`config.mk`:
```
export PLATFORM = sky130hd
export DESIGN_NAME = captive_dns_responder_top_flat
export DESIGN_NICKNAME = d
export VERILOG_FILES = /design/src/hw/rtl/cdr_pkg.sv /design/src/hw/rtl/cdr_if.sv /design/src/hw/rtl/captive_dns_responder_top.sv /design/src/flat_wrapper.sv
export SDC_FILE = /design/constraint.sdc
export NUM_CORES = 1
export LEC_CHECK = 0
export ABC_AREA = 1
export BUFFER_PORTS_ARGS = -buffer_cell sky130_fd_sc_hd__buf_4
export CAP_MARGIN = 20
export CELL_PAD_IN_SITES_DETAIL_PLACEMENT = 1
export CELL_PAD_IN_SITES_GLOBAL_PLACEMENT = 2
export CORE_MARGIN = 5
export CORE_UTILIZATION = 35
export DETAILED_ROUTE_END_ITERATION = 10
export PLACE_DENSITY_LB_ADDON = 0.1
export SLEW_MARGIN = 20
export SYNTH_ARGS = -nofsm -noshare
export SYNTH_HDL_FRONTEND = slang
export SYNTH_SLANG_ARGS = --single-unit
export TNS_END_PERCENT = 5
```
`constraint.sdc`:
```
create_clock -name clk -period 3.9 [get_ports clk]
set_clock_uncertainty 0.2 [all_clocks]
set_input_delay 0.39 -clock clk [delete_from_list [all_inputs] [get_ports clk]]
set_output_delay 0.39 -clock clk [all_outputs]
set_load 0.01 [all_outputs]
```
`src/hw/rtl/cdr_pkg.sv`:
```
// Shared constants, register codes and byte-mapping functions for the DNS responder.
package cdr_pkg;

    // Largest datagram that is stored; later bytes are ignored
    localparam int MAX_DATAGRAM = 512;

    // Byte offset width: holds 0 .. MAX_DATAGRAM
    localparam int IDX_W = $clog2(MAX_DATAGRAM + 1);
    // Label offset width: holds a jump of up to 256 past the last stored offset
    localparam int LBL_W = $clog2(MAX_DATAGRAM + 257);

    localparam int HDR_LEN   = 12;
    localparam int QTAIL_LEN = 5;   // terminator plus QTYPE and QCLASS
    localparam int REC_LEN   = 16;
    localparam int REC_CNT_W = $clog2(REC_LEN + 1);

    // Configuration register indexes
    localparam int CFG_IDX_W = 2;
    localparam logic [CFG_IDX_W-1:0] REG_ANSWER_ADDRESS = 2'd0;
    localparam logic [CFG_IDX_W-1:0] REG_ANSWER_TTL     = 2'd1;

    localparam logic [31:0] ANSWER_ADDRESS_RST = 32'hC0A8_2A01;
    localparam logic [31:0] ANSWER_TTL_RST     = 32'd60;

    // Header flags that the reply rewrites, and the name pointer of the appended record
    localparam logic [7:0] FLAGS_HI  = 8'h81;
    localparam logic [7:0] FLAGS_LO  = 8'h80;
    localparam logic [7:0] NAME_PTR_HI = 8'hC0;
    localparam logic [7:0] NAME_PTR_LO = 8'h0C;

    // Rewrite one header byte of the query into the reply
    function automatic logic [7:0] header_byte(input logic [IDX_W-1:0] idx,
                                               input logic [7:0] b);
        logic [7:0] r;
        begin
            unique case (idx)
                IDX_W'(2):  r = FLAGS_HI;
                IDX_W'(3):  r = FLAGS_LO;
                IDX_W'(7):  r = 8'd1;
                IDX_W'(6),
                IDX_W'(8),
                IDX_W'(9),
                IDX_W'(10),
                IDX_W'(11): r = 8'd0;
                default:    r = b;
            endcase
            return r;
        end
    endfunction

    // Byte i of the appended A record
    function automatic logic [7:0] record_byte(input logic [3:0] i,
                                               input logic [31:0] ttl,
                                               input logic [31:0] addr);
        logic [7:0] r;
        begin
            unique case (i)
                4'd0:    r = NAME_PTR_HI;
                4'd1:    r = NAME_PTR_LO;
                4'd2:    r = 8'd0;
                4'd3:    r = 8'd1;
                4'd4:    r = 8'd0;
                4'd5:    r = 8'd1;
                4'd6:    r = ttl[31:24];
                4'd7:    r = ttl[23:16];
                4'd8:    r = ttl[15:8];
                4'd9:    r = ttl[7:0];
                4'd10:   r = 8'd0;
                4'd11:   r = 8'd4;
                4'd12:   r = addr[31:24];
                4'd13:   r = addr[23:16];
                4'd14:   r = addr[15:8];
                default: r = addr[7:0];
            endcase
            return r;
        end
    endfunction

endpackage

```
`src/hw/rtl/cdr_if.sv`:
```
// Handshake channel interfaces: query bytes in, reply items out, register writes.
interface cdr_rx_if;
    logic       valid;
    logic       ready;
    logic [7:0] rx_byte;
    logic       last_byte;

    modport source (output valid, output rx_byte, output last_byte, input ready);
    modport sink   (input valid, input rx_byte, input last_byte, output ready);
endinterface

interface cdr_tx_if;
    logic       valid;
    logic       ready;
    logic [7:0] tx_byte;
    logic       tx_byte_valid;
    logic       packet_end;
    logic       keep_packet;

    modport source (output valid, output tx_byte, output tx_byte_valid,
                    output packet_end, output keep_packet, input ready);
    modport sink   (input valid, input tx_byte, input tx_byte_valid,
                    input packet_end, input keep_packet, output ready);
endinterface

interface cdr_cfg_if;
    logic                           valid;
    logic                           ready;
    logic [cdr_pkg::CFG_IDX_W-1:0]  index;
    logic [31:0]                    data;

    modport source (output valid, output index, output data, input ready);
    modport sink   (input valid, input index, input data, output ready);
endinterface

```
`src/hw/rtl/captive_dns_responder_top.sv`:
```
// Captive-portal DNS responder: rewrites a query stream into an A-record reply.
//
//  channel | dir | payload                                          | accepted when
//  rx      | in  | rx_byte, last_byte                               | valid & ready
//  tx      | out | tx_byte, tx_byte_valid, packet_end, keep_packet  | valid & ready
//  cfg     | in  | index, data (0 answer_address, 1 answer_ttl)     | valid & ready
//
//  One query byte per cycle: each byte goes through the label walker and lands in
//  the output register in the cycle it is accepted, so the next byte may follow.
//  The byte that completes QCLASS adds a 16-item record tail if it fits in the
//  datagram; the tail counter holds rx off until those items are loaded.
//  Reset clears the walker, the tail counter and the output valid; registers
//  return to 192.168.42.1 and TTL 60. A stalled tx holds rx as well.
module captive_dns_responder_top (
    input  logic            clk,
    input  logic            rst_n,
    cdr_rx_if.sink          rx,
    cdr_tx_if.source        tx,
    cdr_cfg_if.sink         cfg
);

    // Configuration registers
    logic [31:0] answer_address_reg;
    logic [31:0] answer_ttl_reg;

    // Walker state
    logic [cdr_pkg::IDX_W-1:0] byte_index_reg;
    logic [cdr_pkg::LBL_W-1:0] next_label_reg;
    logic [cdr_pkg::LBL_W-1:0] question_end_reg;
    logic                      term_seen_reg;

    // Output register and record tail
    logic                          out_valid_reg;
    logic [7:0]                    out_byte_reg;
    logic                          out_byte_valid_reg;
    logic                          out_end_reg;
    logic                          out_keep_reg;
    logic [cdr_pkg::REC_CNT_W-1:0] rec_left_reg;
    logic                          rec_end_reg;
    logic                          rec_keep_reg;

    logic                          out_free;
    logic                          rx_fire;
    logic                          tail_load;
    logic [3:0]                    rec_pos;

    logic [cdr_pkg::IDX_W-1:0]     idx;
    logic [cdr_pkg::LBL_W-1:0]     idx_ext;
    logic                          stored;
    logic                          at_label;
    logic                          term_next;
    logic [cdr_pkg::LBL_W-1:0]     question_end_next;
    logic [cdr_pkg::LBL_W-1:0]     next_label_next;
    logic [cdr_pkg::IDX_W-1:0]     byte_index_next;
    logic                          fits;
    logic                          emit;
    logic                          append;
    logic                          keep;
    logic                          item_out;

    // Handshakes
    assign out_free  = !out_valid_reg || tx.ready;
    assign rx.ready  = (rec_left_reg == '0) && out_free;
    assign rx_fire   = rx.valid && rx.ready;
    assign cfg.ready = 1'b1;
    assign tail_load = (rec_left_reg != '0) && out_free;
    assign rec_pos   = 4'(cdr_pkg::REC_CNT_W'(cdr_pkg::REC_LEN) - rec_left_reg);

    // Label walker for the byte at the input
    always_comb
    begin
        idx       = byte_index_reg;
        idx_ext   = cdr_pkg::LBL_W'(byte_index_reg);
        stored    = byte_index_reg < cdr_pkg::IDX_W'(cdr_pkg::MAX_DATAGRAM);
        at_label  = stored && (idx >= cdr_pkg::IDX_W'(cdr_pkg::HDR_LEN)) &&
                    !term_seen_reg && (idx_ext == next_label_reg);
        term_next = term_seen_reg || (at_label && (rx.rx_byte == 8'd0));
        question_end_next = (at_label && (rx.rx_byte == 8'd0)) ?
                            idx_ext + cdr_pkg::LBL_W'(cdr_pkg::QTAIL_LEN) : question_end_reg;
        next_label_next   = (at_label && (rx.rx_byte != 8'd0)) ?
                            idx_ext + cdr_pkg::LBL_W'(rx.rx_byte) + cdr_pkg::LBL_W'(1) :
                            next_label_reg;
        byte_index_next   = stored ? idx + cdr_pkg::IDX_W'(1) : idx;
        fits   = ({1'b0, question_end_next} + (cdr_pkg::LBL_W+1)'(cdr_pkg::REC_LEN)) <=
                 (cdr_pkg::LBL_W+1)'(cdr_pkg::MAX_DATAGRAM);
        emit   = stored && !(term_next && (idx_ext >= question_end_next));
        append = stored && term_next && fits &&
                 ((idx_ext + cdr_pkg::LBL_W'(1)) == question_end_next);
        keep   = (byte_index_next >= cdr_pkg::IDX_W'(cdr_pkg::HDR_LEN)) && term_next &&
                 (question_end_next <= cdr_pkg::LBL_W'(byte_index_next)) && fits;
        item_out = emit || rx.last_byte;
    end

    // Configuration writes; unknown indexes drop
    always_ff @(posedge clk or negedge rst_n)
    begin
        if (!rst_n)
        begin
            answer_address_reg <= cdr_pkg::ANSWER_ADDRESS_RST;
            answer_ttl_reg     <= cdr_pkg::ANSWER_TTL_RST;
        end
        else if (cfg.valid)
        begin
            if (cfg.index == cdr_pkg::REG_ANSWER_ADDRESS)
            begin
                answer_address_reg <= cfg.data;
            end
            if (cfg.index == cdr_pkg::REG_ANSWER_TTL)
            begin
                answer_ttl_reg <= cfg.data;
            end
        end
    end

    // Advance the walker; clear it after the final byte
    always_ff @(posedge clk or negedge rst_n)
    begin
        if (!rst_n)
        begin
            byte_index_reg   <= '0;
            next_label_reg   <= cdr_pkg::LBL_W'(cdr_pkg::HDR_LEN);
            question_end_reg <= '0;
            term_seen_reg    <= 1'b0;
        end
        else if (rx_fire)
        begin
            if (rx.last_byte)
            begin
                byte_index_reg   <= '0;
                next_label_reg   <= cdr_pkg::LBL_W'(cdr_pkg::HDR_LEN);
                question_end_reg <= '0;
                term_seen_reg    <= 1'b0;
            end
            else
            begin
                byte_index_reg   <= byte_index_next;
                next_label_reg   <= next_label_next;
                question_end_reg <= question_end_next;
                term_seen_reg    <= term_next;
            end
        end
    end

    // Output control: load a query byte, step the record tail, or drain
    always_ff @(posedge clk or negedge rst_n)
    begin
        if (!rst_n)
        begin
            out_valid_reg <= 1'b0;
            rec_left_reg  <= '0;
        end
        else if (rx_fire && item_out)
        begin
            out_valid_reg <= 1'b1;
            if (append)
            begin
                rec_left_reg <= cdr_pkg::REC_CNT_W'(cdr_pkg::REC_LEN);
            end
        end
        else if (tail_load)
        begin
            out_valid_reg <= 1'b1;
            rec_left_reg  <= rec_left_reg - cdr_pkg::REC_CNT_W'(1);
        end
        else if (tx.ready)
        begin
            out_valid_reg <= 1'b0;
        end
    end

    // Output payload
    always_ff @(posedge clk)
    begin
        if (rx_fire && item_out)
        begin
            out_byte_reg       <= emit ? cdr_pkg::header_byte(idx, rx.rx_byte) : 8'd0;
            out_byte_valid_reg <= emit;
            out_end_reg        <= rx.last_byte && !append;
            out_keep_reg       <= rx.last_byte && !append && keep;
            rec_end_reg        <= rx.last_byte;
            rec_keep_reg       <= keep;
        end
        else if (tail_load)
        begin
            out_byte_reg       <= cdr_pkg::record_byte(rec_pos, answer_ttl_reg,
                                                       answer_address_reg);
            out_byte_valid_reg <= 1'b1;
            out_end_reg        <= (rec_left_reg == cdr_pkg::REC_CNT_W'(1)) && rec_end_reg;
            out_keep_reg       <= (rec_left_reg == cdr_pkg::REC_CNT_W'(1)) && rec_end_reg &&
                                  rec_keep_reg;
        end
    end

    assign tx.valid         = out_valid_reg;
    assign tx.tx_byte       = out_byte_reg;
    assign tx.tx_byte_valid = out_byte_valid_reg;
    assign tx.packet_end    = out_end_reg;
    assign tx.keep_packet   = out_keep_reg;

    // A pending record tail always has an item on display
    a_tail_shown: assert property (@(posedge clk) disable iff (!rst_n)
        (rec_left_reg != '0) |-> out_valid_reg)
        else $error("record tail pending without output item");

    // A verdict-only item carries a zero byte and ends the datagram
    a_verdict_only: assert property (@(posedge clk) disable iff (!rst_n)
        (out_valid_reg && !out_byte_valid_reg) |-> (out_byte_reg == 8'd0 && out_end_reg))
        else $error("byte-less item that is not a verdict");

    // Keep is only given with the end of a datagram
    a_keep_end: assert property (@(posedge clk) disable iff (!rst_n)
        (out_valid_reg && out_keep_reg) |-> out_end_reg)
        else $error("keep without packet end");

    // Each taken record byte steps the tail by one
    a_tail_step: assert property (@(posedge clk) disable iff (!rst_n)
        (rec_left_reg != '0 && tx.ready) |=>
        (rec_left_reg == $past(rec_left_reg) - cdr_pkg::REC_CNT_W'(1)))
        else $error("record tail count skipped");

endmodule
```
`src/flat_wrapper.sv`:
```
// flat-port wrapper written by rule: the top's interface ports become plain ports
module captive_dns_responder_top_flat 
  (clk, rst_n, rx_valid, rx_rx_byte, rx_last_byte, rx_ready, tx_valid, tx_tx_byte, tx_tx_byte_valid, tx_packet_end, tx_keep_packet, tx_ready, cfg_valid, cfg_index, cfg_data, cfg_ready);
  cdr_rx_if rx_i ();
  cdr_tx_if tx_i ();
  cdr_cfg_if cfg_i ();
  input  logic clk;
  input  logic rst_n;
  input wire logic [$bits(rx_i.valid)-1:0] rx_valid;
  input wire logic [$bits(rx_i.rx_byte)-1:0] rx_rx_byte;
  input wire logic [$bits(rx_i.last_byte)-1:0] rx_last_byte;
  output wire logic [$bits(rx_i.ready)-1:0] rx_ready;
  output wire logic [$bits(tx_i.valid)-1:0] tx_valid;
  output wire logic [$bits(tx_i.tx_byte)-1:0] tx_tx_byte;
  output wire logic [$bits(tx_i.tx_byte_valid)-1:0] tx_tx_byte_valid;
  output wire logic [$bits(tx_i.packet_end)-1:0] tx_packet_end;
  output wire logic [$bits(tx_i.keep_packet)-1:0] tx_keep_packet;
  input wire logic [$bits(tx_i.ready)-1:0] tx_ready;
  input wire logic [$bits(cfg_i.valid)-1:0] cfg_valid;
  input wire logic [$bits(cfg_i.index)-1:0] cfg_index;
  input wire logic [$bits(cfg_i.data)-1:0] cfg_data;
  output wire logic [$bits(cfg_i.ready)-1:0] cfg_ready;
  assign rx_i.valid = rx_valid;
  assign rx_i.rx_byte = rx_rx_byte;
  assign rx_i.last_byte = rx_last_byte;
  assign rx_ready = rx_i.ready;
  assign tx_valid = tx_i.valid;
  assign tx_tx_byte = tx_i.tx_byte;
  assign tx_tx_byte_valid = tx_i.tx_byte_valid;
  assign tx_packet_end = tx_i.packet_end;
  assign tx_keep_packet = tx_i.keep_packet;
  assign tx_i.ready = tx_ready;
  assign cfg_i.valid = cfg_valid;
  assign cfg_i.index = cfg_index;
  assign cfg_i.data = cfg_data;
  assign cfg_ready = cfg_i.ready;
  captive_dns_responder_top u_core (.clk(clk), .rst_n(rst_n), .rx(rx_i), .tx(tx_i), .cfg(cfg_i));
endmodule
```
==> impl_metrics.xml, run 1 <==
<?xml version="1.0" encoding="UTF-8"?>
<metrics>
  <group name="clock_network">
    <metric name="cts_max_path_buffers" unit="">2</metric>
    <metric name="clock_insertion_delay_worst_skew" unit="ps">430</metric>
    <metric name="clockRootBuffer" unit="">clkbuf_16</metric>
    <metric name="cts_max_level" unit="">4</metric>
    <metric name="cts-buffers-inserted" unit="">17</metric>
    <metric name="cts.reportedPaths.clkPinSlew" unit="ps">60</metric>
    <metric name="tritoncts_num_sinks" unit="">114</metric>
    <metric name="tritoncts" unit="">done</metric>
  </group>
  <group name="sta">
    <metric name="max_slew.worst_pin.slew" unit="ps">800</metric>
    <metric name="setup_total_negative_slack" unit="ps">0</metric>
    <metric name="rsz_0062_raised_after_global_routing" unit="">no</metric>
    <metric name="fmax" unit="GHz">0.274</metric>
    <metric name="final.min_clock_period" unit="ps">3650</metric>
    <metric name="post-route-period-util" unit="">0.936</metric>
    <metric name="setup_viol" unit="">0</metric>
    <metric name="number_of_max_slew_violations_in_the_final_report" unit="">0</metric>
    <metric name="relSlewSlack" unit="">0.467</metric>
    <metric name="hold_viol" unit="">0</metric>
    <metric name="worst_slack" unit="ps">250</metric>
  </group>
  <group name="synthesis">
    <metric name="synth_area_in_compound_gates" unit="">0.145</metric>
    <metric name="synth.ff_latch_count" unit="">114</metric>
    <metric name="netlist_top_cells_count" unit="">nand2_1 (259), inv_1 (119), o21ai_0 (98), dfrtp_1 (86), nor2_1 (55)</metric>
    <metric name="postSynth.topFlopCell" unit="">dfrtp_1</metric>
    <metric name="netlist_top_cells_area" unit="">dfrtp_1 (31%), nand2_1 (14%), o21ai_0 (7.1%)</metric>
    <metric name="mapped_area" unit="um2">6870</metric>
    <metric name="synth-warning-count" unit="">0</metric>
    <metric name="post_synth_num_cell_types" unit="">49</metric>
    <metric name="synth_nets" unit="">980</metric>
    <metric name="yosys.area.top_type" unit="">dfrtp_1</metric>
    <metric name="asyncSetResetFlopFracSynth" unit="">0.886</metric>
    <metric name="synthXorXnorAreaFrac" unit="">0.0204</metric>
    <metric name="synth.avg_cell_area" unit="um2">7.67</metric>
    <metric name="synth_adder_area_share" unit="">0.0666</metric>
    <metric name="post-synth-top-area-fraction" unit="">0.313</metric>
    <metric name="synth.area.mux_share" unit="">0</metric>
    <metric name="largest_family_of_logic_cells_by_synthesized_area" unit="">simple AND/OR/NAND/NOR gates</metric>
    <metric name="yosysSeqAreaShare" unit="">0.427</metric>
    <metric name="post-synth-top-count-cell" unit="">nand2_1</metric>
    <metric name="synth_simple_gate_area_frac" unit="">0.249</metric>
    <metric name="synth_enable_flop_cells" unit="">13</metric>
    <metric name="post_synth_inst_count" unit="">896</metric>
  </group>
  <group name="final_layout">
    <metric name="synthToLayoutAreaGrowth" unit="%">24.4</metric>
    <metric name="drive_above_1_share" unit="">0.203</metric>
    <metric name="fillers" unit="">2427</metric>
    <metric name="finish.net_count" unit="">1081</metric>
    <metric name="n_antenna_cell" unit="">0</metric>
    <metric name="fin_cells" unit="">1275</metric>
  </group>
  <group name="placement">
    <metric name="post-dp-hpwl" unit="um">17600</metric>
    <metric name="routabilityCongestion" unit="">0.840</metric>
    <metric name="pre_cts_slack" unit="ps">142</metric>
    <metric name="dp_cells" unit="">1239</metric>
    <metric name="quantity_of_i_o_buffers_inserted_on_ports" unit="">60</metric>
  </group>
  <group name="power">
    <metric name="sequentialPowerShare" unit="">0.285</metric>
    <metric name="power.share.combinational" unit="">0.466</metric>
    <metric name="netSwitchingPower" unit="W">0.00277</metric>
    <metric name="part_of_the_power_in_the_clock_network" unit="">0.249</metric>
    <metric name="static_leakage" unit="nW">4.24</metric>
    <metric name="total_power_per_unit_cell_area" unit="nW/um2">755</metric>
    <metric name="max-vdd-ir-drop" unit="V">0.000295</metric>
    <metric name="cellInternalPower" unit="W">0.00369</metric>
    <metric name="switching_share" unit="">0.429</metric>
  </group>
  <group name="detailed_routing">
    <metric name="route.vias.total" unit="">6387</metric>
    <metric name="wl_per_cell" unit="um">18.3</metric>
    <metric name="wl" unit="um">23300</metric>
    <metric name="via_per_inst" unit="">5.01</metric>
    <metric name="antenna_violating_nets_post_route" unit="">0</metric>
    <metric name="drt-pass1-iter-count" unit="">4</metric>
    <metric name="drt_iter0_markers" unit="">294</metric>
    <metric name="drcViolationCount" unit="">0</metric>
  </group>
  <group name="floorplanning">
    <metric name="initial_utilization" unit="">0.354</metric>
    <metric name="design.die.area" unit="um2">22500</metric>
    <metric name="height_of_the_die" unit="um">150</metric>
    <metric name="placeableCoreArea" unit="um2">19400</metric>
    <metric name="design.portCount" unit="">62</metric>
    <metric name="die_x" unit="um">150</metric>
    <metric name="core.rowCount" unit="">51</metric>
  </group>
  <group name="setup_path">
    <metric name="critPathBufInv" unit="">5</metric>
    <metric name="reg2reg_setup_slack" unit="ps">250</metric>
    <metric name="cp_slowest_stage_delay" unit="ps">450</metric>
    <metric name="endpoint_required_time_on_the_critical_path" unit="ps">3960</metric>
    <metric name="critical_path_data_arrival_time" unit="ps">3710</metric>
    <metric name="worst_path_max_delay_cell" unit="">dfrtp_2</metric>
    <metric name="timing.critical_path.to_type" unit="">register</metric>
    <metric name="crit_path_frequent_cell" unit="">nand2_1</metric>
    <metric name="worst_setup_path_start_kind" unit="">register</metric>
    <metric name="critPathMaxFanout" unit="">6</metric>
    <metric name="setup.worst_path.class" unit="">register to register</metric>
    <metric name="crit_family" unit="">simple AND/OR/NAND/NOR gates</metric>
  </group>
  <group name="global_routing">
    <metric name="grt.total_usage" unit="">0.217</metric>
    <metric name="grt.overflow.total" unit="">0</metric>
    <metric name="first_global_vias" unit="">6852</metric>
    <metric name="pin_count_of_the_biggest_net_entering_global_routing" unit="">80</metric>
    <metric name="antenna_violations_before_repair" unit="">0</metric>
    <metric name="grt_pass1_wl" unit="um">37500</metric>
  </group>
  <group name="job">
    <metric name="maxCapViolations" unit="">0</metric>
  </group>
  <group name="min_path">
    <metric name="min-delay-path-class" unit="">input pin to register</metric>
  </group>
  <group name="status">
    <metric name="status" unit="">completed</metric>
  </group>
</metrics>
## metrics by stage
step | util | area, um2 | hold slack [ps] | power [W]
3_3_place_gp | 0.406 | 7870 | 267 | 0.00469
4_1_cts | 0.437 | 8480 | 1.64 | 0.00645
2_1_floorplan | - | 6870 | -106 | 0.00359
5_1_grt | 0.441 | 8550 | 0.0551 | 0.00695
3_5_place_dp | 0.406 | 7870 | 276 | 0.00479
6_report | 0.441 | 8550 | 7.93 | 0.00646
## cell type report
type,count,area (um2),area share
Clock buffer,19,454,0.0531
Clock inverter,13,149,0.0174
Inverter,137,519,0.0607
Multi-Input combinational cell,622,3330,0.390
Sequential cell,114,2950,0.344
Tap cell,265,332,0.0388
Timing Repair Buffer,105,822,0.0961
## worst reg2reg max path: stages, from the launching register on
cell	delay, ps
dfrtp_2	450
buf_12	150
nand2_1	60
nand2_1	60
nor2_2	150
nand2_2	80
nor2_4	100
nand3_4	120
inv_4	130
o21a_1	140
inv_1	50
ha_1	300
o21ai_0	160
nand2_1	70
a21oi_1	180
nand2_1	70
nand3_1	80
nand3_1	70
nand2_1	60
nand2_1	40
nand2_1	50
nand2_1	70
nand2_2	80
nand3_4	90
buf_4	160
nor2_4	100
inv_2	70
o21ai_1	150
## power groups by stage
stage	Sequential, W	Clock, W	Combinational, W
floorplan	0.00177	0	0.00182
global placement	0.00184	0	0.00285
detailed placement	0.00186	0	0.00293
CTS	0.00184	0.00163	0.00298
global route	0.00188	0.00169	0.00339
finish	0.00184	0.00161	0.00301
## per-layer routing
layer / up-vias / wire length (um) / track usage
met2: 127 / 10400 / 0.335
met5: - / 0 / 0
met4: 0 / 306 / 0.0558
met3: 23 / 1140 / 0.0421
met1: 3131 / 11400 / 0.312
li1: 3106 / - / -
## timing repair
item / CTS / global route
hold buffers: 1 / 1
endpoints found under the setup margin: 0 / 30
endpoints found under the hold margin: 1 / 62
buffers inserted: 0 / 2
resized for setup: 0 / 11
## logic make-up after synthesis
logic type | Yosys count
DFF | 114
and+or+nand+nor | 396
AOI/OAI and AO/OA | 173
buffers and inverters | 160
other | 1
xor gates and xnor gates | 16
adders and majority gates | 36
## cells in the final DEF, fill, tap and decap left out, types with 3 or more instances in the layout
cell        netlist  layout
nor2_1           55      53
a21oi_1          20      20
nand4_1          16      16
ha_1             35      35
clkinvlp_4        0       3
nor2_2            2       4
nor2_4            3       3
o21ai_0          98      98
o22ai_1          18      18
o21ai_2           3       3
xor2_1           13      13
nand2_1         259     258
o21ai_1           8       8
dfrtp_1          86      79
a211oi_1          3       3
nor3_1            7       7
buf_4             4     100
inv_2            15      15
edfxtp_1         13      13
xnor2_1           3       3
inv_1           119     119
clkbuf_16         0      18
clkinv_4          0       3
nand3_1          32      31
nand2_2           8       8
inv_6             0       4
nand2_4           2       3
a221oi_1          6       6
dfstp_2          15      15
nor3_2            3       3
a22o_1            4       4
dfrtp_2           0       7
## worst paths after layout
path	startpoint	end	depth (start not counted)
worst min-delay path	cfg_data[21]	u_core.answer_address_reg[21]	3
worst max-delay path	u_core.byte_index_reg[3]	u_core.tx.tx_byte[4]	27
min in group asynchronous	rst_n	u_core.answer_address_reg[16]	2
worst min register to register	u_core.answer_ttl_reg[11]	u_core.answer_ttl_reg[11]	2
worst max register to register	u_core.byte_index_reg[3]	u_core.tx.tx_byte[4]	27
max in group asynchronous	rst_n	u_core.byte_index_reg[2]	3
(Power assumes the default switching activity.)
==> run 2, diff against run 1 <==
--- a/config.mk
+++ b/config.mk
@@ -5,15 +5,15 @@
 export SDC_FILE = /design/constraint.sdc
 export NUM_CORES = 1
 export LEC_CHECK = 0
-export ABC_AREA = 1
 export BUFFER_PORTS_ARGS = -buffer_cell sky130_fd_sc_hd__buf_4
 export CAP_MARGIN = 20
 export CELL_PAD_IN_SITES_DETAIL_PLACEMENT = 1
 export CELL_PAD_IN_SITES_GLOBAL_PLACEMENT = 2
 export CORE_MARGIN = 5
-export CORE_UTILIZATION = 35
+export CORE_UTILIZATION = 39
 export DETAILED_ROUTE_END_ITERATION = 10
 export PLACE_DENSITY_LB_ADDON = 0.1
+export SKIP_LAST_GASP = 1
 export SLEW_MARGIN = 20
 export SYNTH_ARGS = -nofsm -noshare
 export SYNTH_HDL_FRONTEND = slang
==> impl_metrics.xml, run 2 <==
<?xml version="1.0" encoding="UTF-8"?>
<metrics>
  <group name="detailed_routing">
    <metric name="drt-pass1-iter-count" unit="">5</metric>
    <metric name="route.vias.total" unit="">5745</metric>
    <metric name="via_per_inst" unit="">5.59</metric>
    <metric name="wl_per_cell" unit="um">21.8</metric>
    <metric name="drcViolationCount" unit="">0</metric>
    <metric name="drt_iter0_markers" unit="">339</metric>
    <metric name="wl" unit="um">22400</metric>
    <metric name="antenna_violating_nets_post_route" unit="">0</metric>
  </group>
  <group name="power">
    <metric name="max-vdd-ir-drop" unit="V">0.000409</metric>
    <metric name="report.power.total" unit="W">0.00655</metric>
    <metric name="static_leakage" unit="nW">3.97</metric>
    <metric name="total_power_per_unit_cell_area" unit="nW/um2">732</metric>
  </group>
  <group name="sta">
    <metric name="worst_slack" unit="ps">-139</metric>
    <metric name="worst_hold_slack" unit="ps">14.1</metric>
    <metric name="setup_viol" unit="">26</metric>
    <metric name="rsz_0062_raised_after_global_routing" unit="">yes</metric>
    <metric name="post-route-period-util" unit="">1.04</metric>
    <metric name="relSlewSlack" unit="">0.465</metric>
    <metric name="hold_viol" unit="">0</metric>
    <metric name="setup_total_negative_slack" unit="ps">-2640</metric>
    <metric name="number_of_max_slew_violations_in_the_final_report" unit="">0</metric>
    <metric name="final.min_clock_period" unit="ps">4040</metric>
    <metric name="max_slew.worst_pin.slew" unit="ps">797</metric>
    <metric name="fmax" unit="GHz">0.248</metric>
  </group>
  <group name="clock_network">
    <metric name="clock_insertion_delay_worst_skew" unit="ps">420</metric>
    <metric name="clockRootBuffer" unit="">clkbuf_16</metric>
    <metric name="tritoncts" unit="">done</metric>
    <metric name="cts.reportedPaths.clkPinSlew" unit="ps">60</metric>
    <metric name="tritoncts_num_sinks" unit="">114</metric>
    <metric name="cts_max_level" unit="">4</metric>
    <metric name="cts_max_path_buffers" unit="">2</metric>
    <metric name="cts-buffers-inserted" unit="">17</metric>
  </group>
  <group name="floorplanning">
    <metric name="design.die.area" unit="um2">20100</metric>
    <metric name="initial_utilization" unit="">0.395</metric>
    <metric name="core.rowCount" unit="">48</metric>
    <metric name="design.portCount" unit="">62</metric>
    <metric name="height_of_the_die" unit="um">142</metric>
    <metric name="die_x" unit="um">142</metric>
    <metric name="placeableCoreArea" unit="um2">17200</metric>
  </group>
  <group name="setup_path">
    <metric name="endpoint_required_time_on_the_critical_path" unit="ps">3870</metric>
    <metric name="timing.critical_path.to_type" unit="">register</metric>
    <metric name="setup.worst_path.class" unit="">register to register</metric>
    <metric name="worst_setup_path_start_kind" unit="">register</metric>
    <metric name="critPathMaxFanout" unit="">8</metric>
    <metric name="critical_path_data_arrival_time" unit="ps">4010</metric>
  </group>
  <group name="synthesis">
    <metric name="largest_family_of_logic_cells_by_synthesized_area" unit="">compound AO/OA/AOI/OAI gates</metric>
    <metric name="mapped_area" unit="um2">6790</metric>
    <metric name="synth.area.mux_share" unit="">0.128</metric>
    <metric name="synth_enable_flop_cells" unit="">13</metric>
    <metric name="synth_nets" unit="">733</metric>
    <metric name="post_synth_inst_count" unit="">649</metric>
    <metric name="synth_adder_area_share" unit="">0.0675</metric>
    <metric name="post-synth-top-area-fraction" unit="">0.317</metric>
    <metric name="synth_simple_gate_area_frac" unit="">0.120</metric>
    <metric name="post-synth-top-count-cell" unit="">dfrtp_1</metric>
    <metric name="synth-warning-count" unit="">0</metric>
    <metric name="post_synth_num_cell_types" unit="">66</metric>
    <metric name="asyncSetResetFlopFracSynth" unit="">0.886</metric>
    <metric name="synth.avg_cell_area" unit="um2">10.5</metric>
    <metric name="synthXorXnorAreaFrac" unit="">0.0606</metric>
    <metric name="yosysSeqAreaShare" unit="">0.433</metric>
    <metric name="netlist_top_cells_count" unit="">dfrtp_1 (86), mux2_2 (66), nand2_1 (49), o21ai_0 (48), ha_1 (35)</metric>
    <metric name="synth_area_in_compound_gates" unit="">0.155</metric>
    <metric name="postSynth.topFlopCell" unit="">dfrtp_1</metric>
    <metric name="synth.ff_latch_count" unit="">114</metric>
    <metric name="yosys.area.top_type" unit="">dfrtp_1</metric>
    <metric name="netlist_top_cells_area" unit="">dfrtp_1 (32%), mux2_2 (11%), ha_1 (6.5%)</metric>
  </group>
  <group name="min_path">
    <metric name="min-delay-path-class" unit="">input pin to register</metric>
  </group>
  <group name="final_layout">
    <metric name="layout.cells.most_common_list" unit="">buf_4 (141), dfrtp_1 (82), mux2_2 (66)</metric>
    <metric name="finish.net_count" unit="">874</metric>
    <metric name="synthToLayoutAreaGrowth" unit="%">31.9</metric>
    <metric name="final_common_cell" unit="">buf_4</metric>
    <metric name="fin_cells" unit="">1028</metric>
    <metric name="drive_above_1_share" unit="">0.375</metric>
    <metric name="n_antenna_cell" unit="">0</metric>
  </group>
  <group name="placement">
    <metric name="quantity_of_i_o_buffers_inserted_on_ports" unit="">60</metric>
    <metric name="dp_cells" unit="">975</metric>
    <metric name="pre_cts_slack" unit="ps">-287</metric>
    <metric name="post-dp-hpwl" unit="um">16300</metric>
    <metric name="routabilityCongestion" unit="">0.832</metric>
  </group>
  <group name="global_routing">
    <metric name="grt.overflow.total" unit="">0</metric>
    <metric name="grt_pass1_wl" unit="um">36000</metric>
    <metric name="pin_count_of_the_biggest_net_entering_global_routing" unit="">40</metric>
    <metric name="grt.total_usage" unit="">0.229</metric>
    <metric name="antenna_violations_before_repair" unit="">0</metric>
    <metric name="first_global_vias" unit="">6397</metric>
  </group>
  <group name="status">
    <metric name="status" unit="">finished with violations</metric>
    <metric name="failed_checks" unit="">setup timing</metric>
  </group>
  <group name="job">
    <metric name="maxCapViolations" unit="">0</metric>
  </group>
</metrics>
## run 2: per-layer routing
| metal | vias to the layer above | part of all wire | wire (um) | track usage |
|---|---|---|---|---|
| li1 | 2672 | - | - | - |
| met1 | 2910 | 0.47 | 10500 | 0.319 |
| met2 | 133 | 0.48 | 10800 | 0.376 |
| met3 | 30 | 0.037 | 832 | 0.0380 |
| met4 | 0 | 0.013 | 292 | 0.0556 |
| met5 | - | 0 | 0 | 0 |
## run 2: cells by family after synthesis
group                      count (synthesis)
buffers and inverters                     61
adders and majority gates                 36
AOI/OAI and AO/OA                        151
xor gates and xnor gates                  47
muxes                                     78
and+or+nand+nor                          161
DFF                                      114
other                                      1
## run 2: final cells by class
cell class              instances  area (um2)
clock inverters                15         159
flip-flops and latches        114        2940
repair buffers                155        1210
well taps                     225         282
multi-input cells             474        3830
inverters                      28         108
clock buffers                  17         425
fillers                      1935        8220
## run 2: power breakdown
group          switching [W]  total (W)  internal (W)
Sequential          0.000232    0.00177       0.00154
Clock               0.000664    0.00157      0.000907
Combinational        0.00179    0.00321       0.00142
Total                0.00269    0.00655       0.00386
## run 2: critical path, stage by stage, from the launching register on
cell and delay [ps]:
dfstp_2 540, xor2_1 60, nor4_1 290, nand3_1 190
nor3_4 230, buf_12 170, mux2i_4 260, ha_4 230
and3_4 190, a22o_4 280, a311oi_4 270, a211oi_2 70
a211oi_2 200, buf_4 160, o21ai_2 80, buf_6 150
a22o_1 200
## run 2: per-stage QoR
step           cell area, um2   util
2_1_floorplan            6850      -
3_3_place_gp             8000  0.465
3_5_place_dp             8000  0.465
4_1_cts                  8840  0.515
5_1_grt                  8960  0.521
6_report                 8960  0.521
## run 2: final timing paths
check / startpoint / endpoint / slack (ps) / cells past startpoint
setup reg to reg: u_core.next_label_reg[2] / u_core.tx.tx_byte[4] / -140 / 16
hold reg to reg: u_core.next_label_reg[9] / u_core.next_label_reg[9] / 300 / 2
hold / removal: cfg_data[0] / u_core.answer_ttl_reg[0] / 10 / 2
max in group asynchronous: rst_n / u_core.answer_address_reg[9] / 2340 / 3
min in group asynchronous: rst_n / u_core.answer_address_reg[15] / 270 / 2
setup / recovery: u_core.next_label_reg[2] / u_core.tx.tx_byte[4] / -140 / 16
## run 2: timing repair
action	in CTS	in global routing
resized for setup	20	16
pin swaps	12	11
setup endpoints to repair	27	28
setup buffers	6	4
endpoints found under the hold margin	37	0
hold buffers	11	0
==> run 3, diff against run 2 <==
--- a/config.mk
+++ b/config.mk
@@ -12,6 +12,7 @@
 export CORE_MARGIN = 5
 export CORE_UTILIZATION = 39
 export DETAILED_ROUTE_END_ITERATION = 10
+export GPL_TIMING_DRIVEN = 0
 export PLACE_DENSITY_LB_ADDON = 0.1
 export SKIP_LAST_GASP = 1
 export SLEW_MARGIN = 20
==> impl_metrics.xml, run 3 (synthesis results as in run 2) <==
<?xml version="1.0" encoding="UTF-8"?>
<metrics>
  <group name="final_layout">
    <metric name="finish.net_count" unit="">864</metric>
    <metric name="final_core_util" unit="">0.518</metric>
    <metric name="multiInputGateArea" unit="um2">3840</metric>
    <metric name="layout.cells.most_common_list" unit="">buf_4 (96), dfrtp_1 (79), mux2_2 (66)</metric>
    <metric name="fin_cells" unit="">1018</metric>
    <metric name="synthToLayoutAreaGrowth" unit="%">31.2</metric>
    <metric name="final_common_cell" unit="">buf_4</metric>
    <metric name="n_antenna_cell" unit="">0</metric>
    <metric name="drive_above_1_share" unit="">0.334</metric>
    <metric name="seqCellArea" unit="um2">2950</metric>
    <metric name="fillers" unit="">1896</metric>
  </group>
  <group name="placement">
    <metric name="quantity_of_i_o_buffers_inserted_on_ports" unit="">60</metric>
    <metric name="routabilityCongestion" unit="">0.851</metric>
    <metric name="pre_cts_slack" unit="ps">-979</metric>
    <metric name="post-dp-hpwl" unit="um">16300</metric>
    <metric name="dp_cells" unit="">934</metric>
  </group>
  <group name="setup_path">
    <metric name="critPathMaxFanout" unit="">7</metric>
    <metric name="worst_r2r_endpoint" unit="">u_core.tx.keep_packet</metric>
    <metric name="worstReg2RegStart" unit="">u_core.byte_index_reg[7]</metric>
    <metric name="cp_slowest_stage_delay" unit="ps">480</metric>
    <metric name="worstPathCellList" unit="">xor2_2 &gt; nor4_2 &gt; nand3_1 &gt; nor3_4 &gt; buf_6 &gt; mux2i_4 &gt; ha_4 &gt; a21o_1 &gt; a22o_4 &gt; a311oi_4 &gt; a211oi_2 &gt; a211oi_2 &gt; buf_4 &gt; o21ai_4 &gt; and3_1 &gt; a41o_1</metric>
    <metric name="critical_path_data_arrival_time" unit="ps">4250</metric>
    <metric name="r2r.worst_path.cells" unit="">16</metric>
    <metric name="setup.worst_path.class" unit="">register to register</metric>
    <metric name="worst_path_max_delay_cell" unit="">dfrtp_2</metric>
    <metric name="crit_path_frequent_cell" unit="">a211oi_2</metric>
    <metric name="timing.critical_path.to_type" unit="">register</metric>
    <metric name="crit_family" unit="">compound AO/OA/AOI/OAI gates</metric>
    <metric name="reg2reg_setup_slack" unit="ps">-380</metric>
    <metric name="endpoint_required_time_on_the_critical_path" unit="ps">3870</metric>
    <metric name="critPathBufInv" unit="">2</metric>
    <metric name="worst_setup_path_start_kind" unit="">register</metric>
  </group>
  <group name="min_path">
    <metric name="min-delay-path-class" unit="">input pin to register</metric>
    <metric name="min-delay-start" unit="">cfg_data[23]</metric>
    <metric name="timing.hold.worst_endpoint" unit="">u_core.answer_ttl_reg[23]</metric>
    <metric name="holdPathStages" unit="">2</metric>
  </group>
  <group name="power">
    <metric name="report.power.total" unit="W">0.00670</metric>
    <metric name="total_power_per_unit_cell_area" unit="nW/um2">753</metric>
    <metric name="static_leakage" unit="nW">3.87</metric>
    <metric name="max-vdd-ir-drop" unit="V">0.000371</metric>
  </group>
  <group name="detailed_routing">
    <metric name="via_per_inst" unit="">5.72</metric>
    <metric name="route.vias.total" unit="">5819</metric>
    <metric name="wl" unit="um">23200</metric>
    <metric name="drcViolationCount" unit="">0</metric>
    <metric name="wl_per_cell" unit="um">22.8</metric>
    <metric name="drt_iter0_markers" unit="">394</metric>
    <metric name="drt-pass1-iter-count" unit="">5</metric>
    <metric name="antenna_violating_nets_post_route" unit="">0</metric>
  </group>
  <group name="global_routing">
    <metric name="grt.overflow.total" unit="">0</metric>
    <metric name="grt_pass1_wl" unit="um">36200</metric>
    <metric name="first_global_vias" unit="">6352</metric>
    <metric name="grt.total_usage" unit="">0.235</metric>
    <metric name="antenna_violations_before_repair" unit="">0</metric>
    <metric name="pin_count_of_the_biggest_net_entering_global_routing" unit="">102</metric>
  </group>
  <group name="clock_network">
    <metric name="clockRootBuffer" unit="">clkbuf_16</metric>
    <metric name="cts_max_level" unit="">4</metric>
    <metric name="cts_max_path_buffers" unit="">2</metric>
    <metric name="tritoncts" unit="">done</metric>
    <metric name="cts.reportedPaths.clkPinSlew" unit="ps">60</metric>
    <metric name="cts-buffers-inserted" unit="">17</metric>
    <metric name="tritoncts_num_sinks" unit="">114</metric>
    <metric name="clock_insertion_delay_worst_skew" unit="ps">430</metric>
  </group>
  <group name="floorplanning">
    <metric name="die_x" unit="um">142</metric>
    <metric name="design.die.area" unit="um2">20100</metric>
    <metric name="design.portCount" unit="">62</metric>
    <metric name="placeableCoreArea" unit="um2">17200</metric>
    <metric name="initial_utilization" unit="">0.395</metric>
    <metric name="core.rowCount" unit="">48</metric>
    <metric name="height_of_the_die" unit="um">142</metric>
  </group>
  <group name="sta">
    <metric name="final.min_clock_period" unit="ps">4280</metric>
    <metric name="setup_total_negative_slack" unit="ps">-9100</metric>
    <metric name="hold_viol" unit="">0</metric>
    <metric name="post-route-period-util" unit="">1.10</metric>
    <metric name="worst_slack" unit="ps">-377</metric>
    <metric name="setup_viol" unit="">27</metric>
    <metric name="max_slew.worst_pin.slew" unit="ps">850</metric>
    <metric name="relSlewSlack" unit="">0.432</metric>
    <metric name="fmax" unit="GHz">0.234</metric>
    <metric name="rsz_0062_raised_after_global_routing" unit="">yes</metric>
    <metric name="number_of_max_slew_violations_in_the_final_report" unit="">0</metric>
  </group>
  <group name="status">
    <metric name="failed_checks" unit="">setup timing</metric>
    <metric name="status" unit="">finished with violations</metric>
  </group>
  <group name="job">
    <metric name="maxCapViolations" unit="">0</metric>
  </group>
</metrics>
-- run 3: cell count changes in the layout (fill, tap and decap cells not counted), moves of 3 or more --
cell	before	now
buf_4	141	96
dfrtp_2	4	7
buf_6	2	7
dfrtp_1	82	79
dlygate4sd3_1	11	15
bufinv_16	1	4
clkbuf_1	0	20
inv_8	3	0
buf_1	0	3
-- run 3: cell type report --
class                      instances  share of cell area
buffer                            31              0.0180
clock buffer                      17              0.0478
clock inverter                    15              0.0243
inverter                          28              0.0124
multi-input combinational        474               0.431
sequential                       114               0.331
tap                              225              0.0316
timing repair buffer             114               0.104
-- run 3: where the power goes --
part           leakage (nW)  internal [W]  total, W  switching [W]
registers              1.34       0.00154   0.00177       0.000235
logic                  2.22       0.00136   0.00321        0.00185
clock network         0.315       0.00109   0.00173       0.000638
-- run 3: worst register-to-register path: stages, from the launching register on --
cell and delay [ps]:
dfrtp_2 480, xor2_2 190, nor4_2 280, nand3_1 170, nor3_4 290, buf_6 210, mux2i_4 300, ha_4 240
a21o_1 160, a22o_4 290, a311oi_4 310, a211oi_2 70, a211oi_2 200, buf_4 170, o21ai_4 80, and3_1 200
a41o_1 200
-- run 3: worst max-delay path by stage --
stage	end	slack, ps	depth (start not counted)	from
after global routing	u_core.tx.keep_packet	-520	16	u_core.byte_index_reg[7]
after detailed placement	u_core.tx.tx_byte[7]	-980	17	u_core.byte_index_reg[8]
after CTS	u_core.tx.tx_byte[7]	-380	18	u_core.byte_index_reg[5]
after global placement	u_core.tx.tx_byte[1]	-910	16	u_core.byte_index_reg[8]
after floorplan	u_core.tx.tx_byte[6]	-60	16	u_core.byte_index_reg[7]
final	u_core.tx.keep_packet	-380	16	u_core.byte_index_reg[7]
-- run 3: layer usage --
layer / wire length [um] / global-route usage
met2: 11000 / 0.379
met3: 983 / 0.0397
met1: 11000 / 0.334
met4: 264 / 0.0525
met5: 0 / 0
-- run 3: repair_timing --
| item | 4_1_cts | 5_1_grt |
|---|---|---|
| gates cloned | 1 | 0 |
| setup endpoints to repair | 29 | 29 |
| hold buffers | 15 | 0 |
| endpoints found under the hold margin | 108 | 0 |
| pin swaps | 16 | 9 |
| gates resized for setup | 35 | 14 |
| buffers inserted | 23 | 14 |
-- run 3: through the flow --
step                hold slack [ps]  cell area [um2]
floorplan                      -106             6850
global placement                284             7580
detailed placement              283             7580
CTS                           0.255             8710
global route                  0.960             8900
finish                         9.16             8900
